File: config.mk
export PLATFORM = sky130hd
export DESIGN_NAME = pxmc_ctrl
export DESIGN_NICKNAME = d
export VERILOG_FILES = /design/src/design/pxmc_pkg.sv /design/src/design/pxmc_ctrl.sv
export SDC_FILE = /design/constraint.sdc
export NUM_CORES = 1
export LEC_CHECK = 0
export BUFFER_PORTS_ARGS = -buffer_cell sky130_fd_sc_hd__buf_4
export CAP_MARGIN = 10
export CORE_AREA = 8 8 45 47
export DETAILED_ROUTE_END_ITERATION = 8
export DIE_AREA = 0 0 53 55
export PLACE_DENSITY = 0.69
export RECOVER_POWER = 50
export SETUP_SLACK_MARGIN = 0.02
export SYNTH_ARGS = -nofsm -noshare
export SYNTH_HDL_FRONTEND = slang
export SYNTH_SLANG_ARGS = --single-unit
File: constraint.sdc
create_clock -name clk -period 3.51 [get_ports clk]
set_input_delay 0 -clock clk [delete_from_list [all_inputs] [get_ports clk]]
set_output_delay 0 -clock clk [all_outputs]
set_load 0.01 [all_outputs]
File: src/design/pxmc_pkg.sv
// ----------------------------------------------------------------------------
// pxmc_pkg
// Shared types and constants of the x-monotone chain splitter: controller
// states, command and status groups between controller and datapath.
// ----------------------------------------------------------------------------
`default_nettype none

package pxmc_pkg;

	localparam int unsigned PXMC_MAX_SEGMENTS = 64;
	localparam int unsigned PXMC_COORD_BITS   = 32;

	// result status codes
	typedef enum logic [1:0] {
		STATUS_SEGMENT  = 2'd0,
		STATUS_NO_PARTS = 2'd1,
		STATUS_ARC      = 2'd2,
		STATUS_OVERFLOW = 2'd3
	} status_t;

	// direction of one segment along x
	typedef enum logic [1:0] {
		DIR_NONE = 2'd0,
		DIR_FALL = 2'd1,
		DIR_RISE = 2'd2
	} dir_t;

	// controller states
	typedef enum logic [3:0] {
		ST_LOAD,
		ST_CHECK,
		ST_WALK_RD,
		ST_WALK_EV,
		ST_WALK_END,
		ST_EMIT_CHK,
		ST_PT_RD,
		ST_PT_EV,
		ST_SEG_RD,
		ST_SEG_EV,
		ST_ONE
	} state_t;

	// commands from controller to datapath
	typedef struct packed {
		logic load;
		logic clr;
		logic walk_init;
		logic walk_rd;
		logic walk_ev;
		logic walk_flush;
		logic emit_init;
		logic pt_rd;
		logic pt_ev;
		logic next_part;
		logic seg_rd;
		logic seg_ev;
		logic res_one;
	} cmd_t;

	// status from datapath to controller
	typedef struct packed {
		logic err_any;
		logic p_last;
		logic parts_zero;
		logic kind_match;
		logic i_last;
		logic parts_done;
		logic slot_free;
	} stat_t;

endpackage

`default_nettype wire

File: src/design/pxmc_ctrl.sv
// ----------------------------------------------------------------------------
// pxmc_ctrl
// Controller of the chain splitter: loads an outline, walks the loop to
// build the part table, then sequences the emission passes or the single status result.
// ----------------------------------------------------------------------------
`default_nettype none

module pxmc_ctrl
	import pxmc_pkg::*;
(
	input  wire   clk,
	input  wire   arst_n,
	input  wire   s_tvalid,
	input  wire   s_tlast,
	output logic  s_tready,
	input  stat_t stat,
	output cmd_t  cmd
);

	state_t state_q, state_d;

	// state register
	always_ff @(posedge clk or negedge arst_n) begin
		if (!arst_n) begin
			state_q <= ST_LOAD;
		end else begin
			state_q <= state_d;
		end
	end

	// next state and commands
	always_comb begin
		state_d  = state_q;
		cmd      = '0;
		s_tready = 1'b0;
		unique case (state_q)
			ST_LOAD: begin
				s_tready = 1'b1;
				if (s_tvalid) begin
					cmd.load = 1'b1;
					if (s_tlast) state_d = ST_CHECK;
				end
			end
			ST_CHECK: begin
				if (stat.err_any) begin
					state_d = ST_ONE;
				end else begin
					cmd.walk_init = 1'b1;
					state_d = ST_WALK_RD;
				end
			end
			ST_WALK_RD: begin
				cmd.walk_rd = 1'b1;
				state_d = ST_WALK_EV;
			end
			ST_WALK_EV: begin
				cmd.walk_ev = 1'b1;
				state_d = stat.p_last ? ST_WALK_END : ST_WALK_RD;
			end
			ST_WALK_END: begin
				cmd.walk_flush = 1'b1;
				state_d = ST_EMIT_CHK;
			end
			ST_EMIT_CHK: begin
				if (stat.parts_zero) begin
					state_d = ST_ONE;
				end else begin
					cmd.emit_init = 1'b1;
					state_d = ST_PT_RD;
				end
			end
			ST_PT_RD: begin
				cmd.pt_rd = 1'b1;
				state_d = ST_PT_EV;
			end
			ST_PT_EV: begin
				if (stat.kind_match) begin
					cmd.pt_ev = 1'b1;
					state_d = ST_SEG_RD;
				end else begin
					cmd.next_part = 1'b1;
					if (stat.parts_done) begin
						cmd.clr = 1'b1;
						state_d = ST_LOAD;
					end else begin
						state_d = ST_PT_RD;
					end
				end
			end
			ST_SEG_RD: begin
				cmd.seg_rd = 1'b1;
				state_d = ST_SEG_EV;
			end
			ST_SEG_EV: begin
				if (stat.slot_free) begin
					cmd.seg_ev = 1'b1;
					if (stat.i_last) begin
						cmd.next_part = 1'b1;
						if (stat.parts_done) begin
							cmd.clr = 1'b1;
							state_d = ST_LOAD;
						end else begin
							state_d = ST_PT_RD;
						end
					end else begin
						state_d = ST_SEG_RD;
					end
				end
			end
			ST_ONE: begin
				if (stat.slot_free) begin
					cmd.res_one = 1'b1;
					cmd.clr = 1'b1;
					state_d = ST_LOAD;
				end
			end
			default: state_d = ST_LOAD;
		endcase
	end

endmodule

`default_nettype wire

==> results.ini <==
[critical_path]
cp-start-kind=flip-flop
path_buf_inv=1
end_kind=output port
critPathTopFamily=flip-flops
worst-path-max-fanout=13
cpPeakStageDelay_ps=500
required_ps=3510
crit_slowest_cell=dfrtp_1
critical_path_class=flip-flop to output port
critical_path_arrival_ps=1640
path_cells=nand2b_1 > o32ai_2 > a21o_1 > buf_4

[synthesis]
synth_top_family_by_area=simple AND/OR/NAND/NOR gates
ys_ff_latch=4
yosys.area.top_type_share=0.224
synthTopCellsByArea=dfrtp_1 22%, nor3_1 6.7%, nand3b_1 6.7%
synth_nets=68
synthXorXnorAreaFrac=0
synth_seq_area_share=0.224
synth_compound_area_frac=0.263
synth_area_leader_cell=dfrtp_1
syn_avg_cell_area_um2=7.84
muxShareOfSynthArea=0.0448
synth-adder-area-share=0
synth_warnings=0
netlist_area_um2=447
synth_cells=57
synthSimpleGateAreaFrac=0.401
synth_cell_types=27

[detailed_routing]
drt_drc_violations_left=0
antenna_left=0
wirelength_um=1330
num_vias=493
first_pass_iters=4
detail_route.wl_per_cell_um=13.7
drt_iter0_drc=14
vias_per_cell=5.08

[layout]
final.fill_count=144
largest_register_ff_count=4
drive_gt1_frac=0.296
reg_top3=state_q (4)
antenna_cells=0
area.growth.synth_to_final_pct=41.5
largest_register=state_q
finalNetCount=94

[power]
pwr-share-comb=0.583
peakVddDrop_uv=449
seqPwrFrac=0.299
pwr-share-clk=0.118
p_leak_nw=0.288
p_sw_w=0.000226
pwr_density_cell_nw_per_um2=756
swShare=0.473
finalPower_w=0.000478
internal-power_w=0.000252

[sta]
fin_skew_ps=7.93
fmax_mhz=611
maxSlewHeadroom=0.718
setup_viol=0
worstMarginPinSlew_ps=419
hold_viol_final=0
period_minus_slack_ps=1640
report.final.slew_viol_count=0
finalSetupTns_ps=0
post-route-period-util=0.466
rsz0062_at_grt=no

[clock_tree]
cts.clk_slew.worst_paths_ps=40
cts_resized=0
clockBufferDepth=2
numCtsBuffers=3
cts.sinks=4
h-tree-depth=1
cts_tree=yes
cts_root_buf=clkbuf_4
clk_latency_ps=240

[global_routing]
grt_pass1_vias=466
grt_max_degree=16
antenna_found_initial=0
grt_remaining_overflow=0
grt_first_pass_wirelength_um=2100
grt_use_total=0.0931

[placement]
place_hpwl_um=1060
place_congestion=0.780
io_buffers=24

[flow_run]
maxCapViolCount=0

[floorplan]
start_util=0.323
die-area_um2=2920
boundaryPins=25
rows=14
core_area_um2=1380
die_w_um=53
die_y_um=55

[min_path]
min_path_type=input port to flip-flop

[status]
status=complete, no violations

routing by layer:
layer,global-route usage,share of wire,wire [um]
met5,0,0,0
met4,0.0388,0,0
met3,0.0481,0.17,222
met2,0.143,0.40,529
met1,0.107,0.43,578
logic make-up after synthesis:
kind of cell / count (synthesis)
AOI/OAI and AO/OA: 15
muxes: 2
and+or+nand+nor: 30
buffers and inverters: 6
DFF: 4
placed cells by master, fill, tap and decap left out, drive strengths merged, types with 2 or more instances in the layout:
cell type  synthesis  final
mux2i              2      2
nand2b             2      2
nand3b             4      4
nor2               5      5
nor3               6      6
a21o               3      3
o21a               3      3
inv                2      2
clkbuf             0      8
or2b               2      2
dfrtp              4      4
nand2              4      4
buf                4     19
a21oi              3      3
nor4               2      2
per-stage QoR:
stage	setup slack (ps)	hold slack, ps	cells	instance area [um2]	util
2_1_floorplan	2160	-296	57	447	-
3_3_place_gp	1950	-202	93	624	0.451
3_5_place_dp	1970	-202	93	624	0.451
4_1_cts	1840	87.5	97	657	0.475
5_1_grt	1740	125	97	632	0.457
6_report	1870	106	97	632	0.457
layout make-up:
cell class	instances	area, um2	area share
Multi-Input combinational cell	47	310	0.491
Timing Repair Buffer	25	171	0.271
Sequential cell	4	100	0.158
Clock buffer	3	22.5	0.0356
Tap cell	16	20.0	0.0317
Inverter	2	7.51	0.0119
synth_stat cells:
| cell type | n |
|---|---|
| nand4b_1 | 1 |
| o31a_1 | 1 |
| a21oi_1 | 3 |
| nand2b_1 | 2 |
| or3b_4 | 1 |
| buf_4 | 1 |
| o21a_1 | 3 |
| or2b_1 | 2 |
| o22ai_1 | 1 |
| o32a_1 | 1 |
| and2_1 | 1 |
| o32ai_2 | 1 |
| nor2b_1 | 1 |
| nor3_1 | 6 |
| nor4_2 | 1 |
| nor4_1 | 1 |
| inv_1 | 2 |
| mux2i_1 | 2 |
| or3_1 | 1 |
| nand2_1 | 4 |
| nor2_1 | 5 |
| nand3b_1 | 4 |
| o22a_1 | 1 |
| buf_2 | 3 |
| o31ai_1 | 1 |
| dfrtp_1 | 4 |
| a21o_1 | 3 |
path summary, 6_finish.rpt:
path	start	end	slack, ps	depth (start not counted)
worst max-delay path	state_q[3]	cmd[11]	1870	4
worst min-delay path	stat[0]	state_q[1]	110	3
worst max register to register	state_q[3]	state_q[3]	1970	4
worst min register to register	state_q[3]	state_q[2]	800	2
max in group asynchronous	arst_n	state_q[0]	3200	2
min in group asynchronous	arst_n	state_q[2]	120	2
power by group through the flow:
stage | sequential, W | clock [W] | combinational (W)
global placement | 0.000145 | 0 | 0.000291
detailed placement | 0.000146 | 0 | 0.000292
finish | 0.000143 | 0.0000564 | 0.000279
floorplan | 0.0000892 | 0 | 0.000255
CTS | 0.000145 | 0.0000601 | 0.000294
global route | 0.000153 | 0.0000624 | 0.000311
tightest hold or removal path, cell delays in order:
cell and delay, ps:
buf_4 80, or3b_4 120, o22ai_1 70
timing repair:
action,in CTS,in global routing
hold endpoints to repair,4,0
buffers inserted,0,0
hold buffers,1,0
Power figures use the tool's default switching activity.
